File: config.mk
export PLATFORM = sky130hd
export DESIGN_NAME = hsv_to_rgb_converter
export DESIGN_NICKNAME = d
export VERILOG_FILES = /design/src/hdl/hsv2rgb_pkg.sv /design/src/hdl/hsv_to_rgb_converter.sv /design/src/hdl/hsv2rgb_front.sv /design/src/hdl/hsv2rgb_lane.sv
export SDC_FILE = /design/constraint.sdc
export NUM_CORES = 2
export LEC_CHECK = 0
export ABC_AREA = 1
export CAP_MARGIN = 0
export CORE_MARGIN = 5
export CORE_UTILIZATION = 50
export DETAILED_ROUTE_END_ITERATION = 7
export DONT_BUFFER_PORTS = 1
export SLEW_MARGIN = 10
export SYNTH_ARGS = -nofsm -noshare
export SYNTH_HDL_FRONTEND = slang
export SYNTH_HIERARCHICAL = 1
export SYNTH_SLANG_ARGS = --single-unit
File: constraint.sdc
create_clock -name clk -period 5.9 [get_ports clk]
set_clock_uncertainty 0.15 [all_clocks]
set_input_delay 0.59 -clock clk [delete_from_list [all_inputs] [get_ports clk]]
set_output_delay 0.59 -clock clk [all_outputs]
set_load 0.005 [all_outputs]
File: src/hdl/hsv2rgb_pkg.sv
// shared types, constants and sector decode for the hsv to rgb converter
`timescale 1ns / 1ps
`default_nettype none

package hsv2rgb_pkg;

  localparam int FRACTION_BITS_DEF = 10;
  localparam int HUE_W  = 9;
  localparam int DIST_W = 6;
  localparam int CHAN_W = 8;

  localparam logic [DIST_W-1:0] SECTOR_SPAN = DIST_W'(60);

  typedef enum logic [2:0] {
    SEC_R_TO_Y,
    SEC_Y_TO_G,
    SEC_G_TO_C,
    SEC_C_TO_B,
    SEC_B_TO_M,
    SEC_M_TO_R
  } sector_t;

  // what a channel carries on top of the offset m
  typedef enum logic [1:0] {
    SEL_FULL,
    SEL_X,
    SEL_ZERO
  } sel_t;

  typedef enum logic [1:0] {
    CH_RED,
    CH_GREEN,
    CH_BLUE
  } chan_t;

  typedef struct packed {
    logic s1;
    logic s2;
    logic s3;
    logic s4;
  } stage_en_t;

  function automatic sel_t chan_sel(sector_t sec, chan_t ch);
    sel_t r;
    sel_t g;
    sel_t b;
    sel_t res;
    unique case (sec)
      SEC_R_TO_Y: begin r = SEL_FULL; g = SEL_X;    b = SEL_ZERO; end
      SEC_Y_TO_G: begin r = SEL_X;    g = SEL_FULL; b = SEL_ZERO; end
      SEC_G_TO_C: begin r = SEL_ZERO; g = SEL_FULL; b = SEL_X;    end
      SEC_C_TO_B: begin r = SEL_ZERO; g = SEL_X;    b = SEL_FULL; end
      SEC_B_TO_M: begin r = SEL_X;    g = SEL_ZERO; b = SEL_FULL; end
      default: begin r = SEL_FULL; g = SEL_ZERO; b = SEL_X; end
    endcase
    unique case (ch)
      CH_RED:   res = r;
      CH_GREEN: res = g;
      default:  res = b;
    endcase
    return res;
  endfunction

endpackage

`default_nettype wire

File: src/hdl/hsv_to_rgb_converter.sv
// pipeline: 4 stages from an input transfer to the result valid at the output
// throughput: one pixel per cycle unless stalled; a stall holds only full stages
// stages: sector decode, channel weight, weight times value, scale and clamp
// reset: clears the stage valid bits only; the datapath registers are not reset
`timescale 1ns / 1ps
`default_nettype none

module hsv_to_rgb_converter
  import hsv2rgb_pkg::*;
#(
  parameter int FRACTION_BITS = FRACTION_BITS_DEF
) (
  input  wire logic                   clk,
  input  wire logic                   rst,
  input  wire logic                   pixel_valid,
  output logic                        pixel_ready,
  input  wire logic [HUE_W-1:0]       hue,
  input  wire logic [FRACTION_BITS:0] saturation,
  input  wire logic [FRACTION_BITS:0] brightness,
  output logic                        rgb_valid,
  input  wire logic                   rgb_ready,
  output logic [CHAN_W-1:0]           red,
  output logic [CHAN_W-1:0]           green,
  output logic [CHAN_W-1:0]           blue
);

  logic                   vld1;
  logic                   vld2;
  logic                   vld3;
  logic                   vld4;
  stage_en_t              en;
  sector_t                sector;
  logic [DIST_W-1:0]      hue_gap;
  logic [FRACTION_BITS:0] sat;
  logic [FRACTION_BITS:0] val;

  // a stage moves when it is empty or the one after it moves
  always_comb begin
    en.s4 = !vld4 || rgb_ready;
    en.s3 = !vld3 || en.s4;
    en.s2 = !vld2 || en.s3;
    en.s1 = !vld1 || en.s2;
  end

  assign pixel_ready = en.s1;
  assign rgb_valid   = vld4;

  always_ff @(posedge clk) begin
    if (rst) begin
      vld1 <= 1'b0;
      vld2 <= 1'b0;
      vld3 <= 1'b0;
      vld4 <= 1'b0;
    end else begin
      if (en.s1) begin
        vld1 <= pixel_valid;
      end
      if (en.s2) begin
        vld2 <= vld1;
      end
      if (en.s3) begin
        vld3 <= vld2;
      end
      if (en.s4) begin
        vld4 <= vld3;
      end
    end
  end

  hsv2rgb_front #(
    .FRACTION_BITS(FRACTION_BITS)
  ) u_front (
    .clk        (clk),
    .en         (en),
    .hue        (hue),
    .saturation (saturation),
    .brightness (brightness),
    .sector     (sector),
    .hue_gap    (hue_gap),
    .sat        (sat),
    .val        (val)
  );

  hsv2rgb_lane #(
    .FRACTION_BITS(FRACTION_BITS)
  ) u_lane_red (
    .clk     (clk),
    .en      (en),
    .sel     (chan_sel(sector, CH_RED)),
    .hue_gap (hue_gap),
    .sat     (sat),
    .val     (val),
    .chan    (red)
  );

  hsv2rgb_lane #(
    .FRACTION_BITS(FRACTION_BITS)
  ) u_lane_green (
    .clk     (clk),
    .en      (en),
    .sel     (chan_sel(sector, CH_GREEN)),
    .hue_gap (hue_gap),
    .sat     (sat),
    .val     (val),
    .chan    (green)
  );

  hsv2rgb_lane #(
    .FRACTION_BITS(FRACTION_BITS)
  ) u_lane_blue (
    .clk     (clk),
    .en      (en),
    .sel     (chan_sel(sector, CH_BLUE)),
    .hue_gap (hue_gap),
    .sat     (sat),
    .val     (val),
    .chan    (blue)
  );

  // an empty output stage never blocks the input
  a_ready_when_out_empty: assert property (@(posedge clk) disable iff (rst)
    !rgb_valid |-> pixel_ready)
    else $error("input stalled while output stage empty");

  // a full stage that advances hands its item on
  a_stage3_moves: assert property (@(posedge clk) disable iff (rst)
    vld3 && en.s4 |=> vld4)
    else $error("item lost between product and output stage");

  // an input transfer fills the first stage
  a_input_lands: assert property (@(posedge clk) disable iff (rst)
    pixel_valid && pixel_ready |=> vld1)
    else $error("accepted pixel missing from first stage");

endmodule

`default_nettype wire

File: src/hdl/hsv2rgb_front.sv
// first stage: hue sector and distance of hue mod 120 from 60
`timescale 1ns / 1ps
`default_nettype none

module hsv2rgb_front
  import hsv2rgb_pkg::*;
#(
  parameter int FRACTION_BITS = FRACTION_BITS_DEF
) (
  input  wire logic                     clk,
  input  wire stage_en_t                en,
  input  wire logic [HUE_W-1:0]         hue,
  input  wire logic [FRACTION_BITS:0]   saturation,
  input  wire logic [FRACTION_BITS:0]   brightness,
  output sector_t                       sector,
  output logic [DIST_W-1:0]             hue_gap,
  output logic [FRACTION_BITS:0]        sat,
  output logic [FRACTION_BITS:0]        val
);

  localparam logic [HUE_W-1:0] H60  = HUE_W'(60);
  localparam logic [HUE_W-1:0] H120 = HUE_W'(120);
  localparam logic [HUE_W-1:0] H180 = HUE_W'(180);
  localparam logic [HUE_W-1:0] H240 = HUE_W'(240);
  localparam logic [HUE_W-1:0] H300 = HUE_W'(300);
  localparam logic [HUE_W-1:0] H360 = HUE_W'(360);
  localparam logic [HUE_W-1:0] H480 = HUE_W'(480);

  logic [HUE_W-1:0]  hue_off;
  logic [HUE_W-1:0]  hue_mod;
  logic [6:0]        hm;
  logic [DIST_W-1:0] hue_gap_next;
  sector_t           sector_next;

  always_comb begin
    if (hue >= H480) begin
      hue_off = H480;
    end else if (hue >= H360) begin
      hue_off = H360;
    end else if (hue >= H240) begin
      hue_off = H240;
    end else if (hue >= H120) begin
      hue_off = H120;
    end else begin
      hue_off = '0;
    end
    hue_mod = hue - hue_off;
    hm      = hue_mod[6:0];
    if (hm >= 7'(SECTOR_SPAN)) begin
      hue_gap_next = DIST_W'(hm - 7'(SECTOR_SPAN));
    end else begin
      hue_gap_next = DIST_W'(7'(SECTOR_SPAN) - hm);
    end

    // hue at 360 and above stays in the last sector
    if (hue < H60) begin
      sector_next = SEC_R_TO_Y;
    end else if (hue < H120) begin
      sector_next = SEC_Y_TO_G;
    end else if (hue < H180) begin
      sector_next = SEC_G_TO_C;
    end else if (hue < H240) begin
      sector_next = SEC_C_TO_B;
    end else if (hue < H300) begin
      sector_next = SEC_B_TO_M;
    end else begin
      sector_next = SEC_M_TO_R;
    end
  end

  always_ff @(posedge clk) begin
    if (en.s1) begin
      sector  <= sector_next;
      hue_gap <= hue_gap_next;
      sat     <= saturation;
      val     <= brightness;
    end
  end

endmodule

`default_nettype wire

File: src/hdl/hsv2rgb_lane.sv
// one color channel: weight, product with value, scale by 255 and clamp
`timescale 1ns / 1ps
`default_nettype none

module hsv2rgb_lane
  import hsv2rgb_pkg::*;
#(
  parameter int FRACTION_BITS = FRACTION_BITS_DEF
) (
  input  wire logic                   clk,
  input  wire stage_en_t              en,
  input  wire sel_t                   sel,
  input  wire logic [DIST_W-1:0]      hue_gap,
  input  wire logic [FRACTION_BITS:0] sat,
  input  wire logic [FRACTION_BITS:0] val,
  output logic [CHAN_W-1:0]           chan
);

  localparam int SV_W   = FRACTION_BITS + 1;
  localparam int DS_W   = DIST_W + SV_W;
  localparam int K_W    = FRACTION_BITS + 8;
  localparam int KP_W   = FRACTION_BITS + 6;
  localparam int MUL_W  = KP_W + SV_W;
  localparam int SC_W   = MUL_W + 5;
  localparam int SHIFT  = 2 * FRACTION_BITS + 2;
  localparam int TOP_W  = SC_W - SHIFT;

  logic [DIST_W-1:0]      d;
  logic [DS_W-1:0]        ds;
  logic signed [K_W-1:0]  k;
  logic [KP_W-1:0]        kpos;
  logic [SV_W-1:0]        val2;
  logic [MUL_W-1:0]       mul;
  logic [SC_W-1:0]        scaled;
  logic [TOP_W-1:0]       top;

  // channel + m = val * (60*one - d*sat), with d = 60 - triangle weight
  always_comb begin
    case (sel)
      SEL_FULL: d = '0;
      SEL_X:    d = hue_gap;
      default:  d = SECTOR_SPAN;
    endcase
  end

  assign ds = DS_W'(d) * DS_W'(sat);
  assign k  = $signed(K_W'(60) << FRACTION_BITS) - $signed(K_W'(ds));

  always_ff @(posedge clk) begin
    if (en.s2) begin
      kpos <= (k > 0) ? k[KP_W-1:0] : '0;
      val2 <= val;
    end
  end

  always_ff @(posedge clk) begin
    if (en.s3) begin
      mul <= MUL_W'(kpos) * MUL_W'(val2);
    end
  end

  // 255/60 = 17/4, so the divide is times 17 then a shift
  assign scaled = (SC_W'(mul) << 4) + SC_W'(mul);
  assign top    = scaled[SC_W-1:SHIFT];

  always_ff @(posedge clk) begin
    if (en.s4) begin
      chan <= (|top[TOP_W-1:CHAN_W]) ? {CHAN_W{1'b1}} : top[CHAN_W-1:0];
    end
  end

endmodule

`default_nettype wire
* Word level (Yosys, flattened, before mapping) *
Cells that the tools add are included.

word-level totals
  register bits after elaboration = 199
  bits of input ports = 35
  output and inout bits = 26

cells by class
  $add $sub $neg = 9
  $mul = 6
  $lt $le $gt $ge = 13
  eq/ne operators = 7
  muxes and demuxes = 15
  reduce and logical (&&, ||, !) cells = 23

operator list
  operator                                                                       number
  31-bit by 27-bit adder with 32-bit output                                      3
  16-bit by 11-bit multiplier with 27-bit output                                 3
  18-bit by 1-bit > comparator with 1-bit output (second input constant)         3
  16-bit by 17-bit subtractor with 18-bit output (first input constant)          3
  6-bit by 11-bit multiplier with 17-bit output                                  3
  6-bit one-hot mux with 2 select lines                                          3
  7-bit two-way mux                                                              4
  2-bit OR reduction                                                             10
  9-bit >= comparator (second input constant)                                    2
  9-bit by 8-bit less-than comparator with 1-bit output (second input constant)  2
  2-bit one-hot mux with 2 select lines                                          3
  9-bit by 7-bit >= comparator with 1-bit output (second input constant)         1
  9-bit by 8-bit >= comparator with 1-bit output (second input constant)         1
  9-bit by 6-bit less-than comparator with 1-bit output (second input constant)  1
  9-bit by 7-bit less-than comparator with 1-bit output (second input constant)  1
  9-bit less-than comparator (second input constant)                             1
  7-bit by 6-bit >= comparator with 1-bit output (second input constant)         1
  7-bit subtractor                                                               1
  2-bit by 1-bit equality test with 1-bit output (second input constant)         3
  3-bit by 2-bit equality test with 1-bit output (second input constant)         2
  2-bit logical NOT                                                              3
  6-bit two-way mux                                                              1
  6-bit subtractor (first input constant)                                        1
  6-bit subtractor (second input constant)                                       1
  8 further kinds                                                                16

* Longest topological paths before layout *
  depth in word-level cells = 8
  depth in mapped cells = 30

* Cells and area by module *
Netlist, hierarchy kept.

by module, submodules not included
  module                        times used  cells an instance  area an instance (sq um)  seq. area each (sq um)
  hsv2rgb_lane at u_lane_red    1           1505               11593.6                   1861.8
  hsv2rgb_lane at u_lane_blue   1           1492               11544.8                   1861.8
  hsv2rgb_lane at u_lane_green  1           1423               11262.1                   1861.8
  hsv2rgb_front                 1           120                1461.4                    930.9
  hsv_to_rgb_converter          1           30                 209.0                     80.1

* Worst setup path before layout *
OpenSTA, ideal clock, no wires.

  kind = register -> register
  from = register u_lane_blue.val2[10]
  to = register u_lane_blue.mul[25] (data pin)
  arrival time = 4.770 ns
  data required time = 5.491 ns
  setup slack = 0.721 ns
  cell stages (with the launch flop) = 20
  clock period less this slack = 5.179 ns
  cells stage by stage = edfxtp_1 > clkbuf_1 > clkbuf_1 > nand2_1 > fa_1 > inv_1 > fa_1 > inv_1 > fa_1 > fa_1 > fa_1 > inv_1 > ha_1 > nand2_1 > nor2_1 > nand4_1 > o21ai_0 > nand3b_1 > nand2_1 > xor2_1

between the ends
  word-level cells in the longest chain between the ends = 1

ends and longest elaborated chain
  what                                            RTL line            RTL
  start: declaration                              hsv2rgb_lane.sv:32  logic [SV_W-1:0] val2;
  start signal: assignment                        hsv2rgb_lane.sv:52  val2 <= val;
  16-bit by 11-bit multiplier with 27-bit output  hsv2rgb_lane.sv:58  mul <= MUL_W'(kpos) * MUL_W'(val2);
  end signal: assignment                          hsv2rgb_lane.sv:58
  end: declaration                                hsv2rgb_lane.sv:33  logic [MUL_W-1:0] mul;

Every way passes these cells.
A chain may end at the register's enable or synchronous reset.

* Worst setup path in the final report *
  from = register u_lane_blue.val2[10]
  to = register u_lane_blue.mul[24] (data pin)

The elaborated chain is that of the path after synthesis.

==> key figures <==
Die
  – Core ar.: 71,500 um2
  – # IOs: 61
  – Die area: 77,600 um2
  – Rows: 98
  – Die height: 279 um
  – Die width: 279 um
  – Starting Density: 0.505

Logic synthesis
  – Synth area leaders: fa_1, edfxtp_1, ha_1
  – Ys flop type: edfxtp_1
  – Area leader, netlist: fa_1
  – Most frequent cell after synthesis: nand2_1
  – #FFs+latches synth: 221
  – Post-Synthesis Cells: 4,570
  – Syn_nets: 5,481
  – Sequential area share after synthesis: 0.183
  – Asr flop ratio synth: 0
  – Synth Warn #: 6
  – Yosys cell types: 51
  – Synth top area share: 0.270
  – Syn Area/Cell: 7.89 um2
  – Cell area after synthesis: 36,100 um2
  – Synth top cells by count: nand2_1, inv_1, fa_1
  – Number of flops mapped to enable cells by yosys: 217

Route
  – Antenna Nets Post-Route: 0
  – DR iter-0 viols: 1,437
  – DR pass1 iterations: 5
  – DR WL/cell: 14.7 um
  – Vias/cell: 5.05
  – DRC viols: 0
  – Vias: 27,800
  – Post-Route WL: 81.1 mm

Placement
  – Pre-CTS setup slack: 0.240 ns
  – Final GP Congestion: 0.888
  – Dpl cell area: 37,100 um2
  – Port-buffer cells: 0
  – Post-DP HPWL: 67.1 mm

Timing
  – Period minus WS final: 5.55 ns
  – Final setup viols: 0
  – Fmax: 0.180 GHz
  – Slew Viols, Final: 0
  – Fin crit share: 0.940
  – Measured slew at the worst slew-check pin: 0.906 ns
  – Final worst slack: 0.353 ns
  – Hold Vio Cnt, Final: 0
  – Slew margin rel.: 0.396

Clock tree
  – CTS tree: yes
  – Worst-path clk slew: 0.07 ns
  – CTS Root Cell: clkbuf_16
  – Htree depth: 1
  – Clock Tree Buf Depth: 3
  – Num Clock Sinks: 221
  – Post-CTS Setup Bufs: 0
  – Worst skew pair latency: 0.58 ns
  – TritonCTS buffer count: 30

Worst setup path
  – Flop2flop setup slack: 0.35 ns
  – R2r endpoint: u_lane_blue/mul[24]
  – Worst r2r src: u_lane_blue/val2[10]
  – CP peak stage delay: 0.56 ns
  – R2R cell count: 19
  – Crit Path Class: reg2reg
  – Crit path capture type: register
  – Crit start category: register
  – CP most frequent cell: fa_1
  – Crit Path Max Fanout: 9
  – Crit path required time: 6.06 ns
  – Crit path DAT: 5.71 ns
  – Slowest-stage cell, CP: fa_1
  – CP cell instances: buf_4, nand2_1, inv_1, fa_1, fa_1, fa_1, inv_1, fa_1, inv_1, fa_1, ha_1, a21oi_1, o21ai_0, a21oi_1, o21ai_0, buf_4, nand3b_1, nand2_1, xor2_1

Global routing
  – Tot GR Track Use: 0.213
  – Number of global-route vias before repair: 28,700
  – First-pass GRT wire length: 139 mm
  – Grt total ovfl: 0
  – Largest net degree at the start of global routing: 71
  – Initial antenna violation count: 0

Final layout
  – FF/Latch Area: 6600 um2
  – Diode count: 0
  – Nets: 5,454
  – Share of cells above drive strength 1: 0.0361
  – Footprint of the multi-input gates: 25,100 um2
  – Area Growth Syn to Fin: 6.32%
  – Finished Cell Area: 38,300 um2
  – Fillers: 6,843

Status
  – Outcome: completed

Hold path
  – HP Start: hue[8]
  – Cells on Worst Hold Path: 2
  – Worst Hold Endpoint: u_front/sector[2]
  – Worst hold path class: in2reg

Run
  – Max_cap viols: 0
[area by class of cell]
cell class / instances / share of cell area
clock inverter: 21 / 0.00587
clock buffer: 34 / 0.0200
inverter: 1044 / 0.102
multi-input combinational: 3184 / 0.655
sequential: 221 / 0.172
timing repair buffer: 62 / 0.0138
tap: 950 / 0.0310
[metrics by stage]
stage          TNS, ns  std cells  utilization  hold slack, ns
6_report             0       5516        0.536          0.0555
5_1_grt        -0.0877       5516        0.536          0.0384
3_3_place_gp         0       5435        0.518           0.299
3_5_place_dp         0       5435        0.518           0.307
2_1_floorplan        0       4570            -           0.285
4_1_cts              0       5515        0.536          0.0173
[cell families after synthesis]
kind of cell	after synthesis	synth area share
DFF	221	0.183
AOI/OAI and AO/OA	362	0.0566
buffers and inverters	1166	0.122
xor gates and xnor gates	95	0.0235
and+or+nand+nor	1850	0.209
adders and majority gates	876	0.405
[worst max-delay path: cells and delay by family, from the launching register on]
| family | cells | cell delay, ns |
|---|---|---|
| AOI/OAI and AO/OA | 4 | 0.64 |
| xor gates and xnor gates | 1 | 0.14 |
| adders and majority gates | 6 | 2.98 |
| buffers and inverters | 5 | 0.61 |
| DFF | 1 | 0.55 |
| and+or+nand+nor | 3 | 0.20 |
[layer usage]
metal | vias up | global-route usage | routed length [um]
met4 | 0 | 0.0432 | 1720
met2 | 545 | 0.380 | 39500
met5 | - | 0 | 0
met1 | 13300 | 0.284 | 36400
li1 | 13900 | - | -
met3 | 111 | 0.0200 | 3390
[state kept, by name, indices dropped and copies added (netlist names), 16 cells and up]
signal	count
u_lane_blue/mul	27
u_lane_green/mul	27
u_lane_red/mul	27
u_lane_blue/kpos	16
u_lane_green/kpos	16
u_lane_red/kpos	16
[cell usage in the layout, fill, tap and decap left out, types with 14 or more instances in the layout]
master         Yosys  layout
clkbuf_16          0      30
inv_1           1039    1035
nand2_1         1274    1273
edfxtp_1         217     217
nor2_1           289     288
xor2_1            58      58
a21o_1            36      36
buf_4              0      37
nor2_2            27      28
xnor2_1           35      35
nand3b_1          14      14
fa_1             487     487
nor3_1            23      23
nand3_1          142     142
ha_1             389     389
nand4_1           36      36
dlygate4sd3_1      0      25
a21oi_1          189     186
o21ai_0           80      79
[worst max-delay path by stage]
stage                               startpoint              endpoint  depth (start not counted)
final                     u_lane_blue/val2[10]   u_lane_blue/mul[24]                         19
after detailed placement     u_front/sector[0]    u_lane_red/kpos[4]                         26
after global placement       u_front/sector[0]  u_lane_green/kpos[1]                         24
after floorplan           u_lane_blue/val2[10]   u_lane_blue/mul[25]                         19
after CTS                    u_front/sector[0]    u_lane_red/kpos[4]                         26
after global routing         u_front/sector[0]  u_lane_green/kpos[0]                         22
[timing repair]
item | 4_1_cts | 5_1_grt
endpoints found under the hold margin | 27 | 0
resized for setup | 0 | 15
hold buffers | 25 | 0
endpoints found under the setup margin | 0 | 48
Power is not shown: default switching activity piles up to over one toggle a cycle in this logic, so the estimate is an artifact.
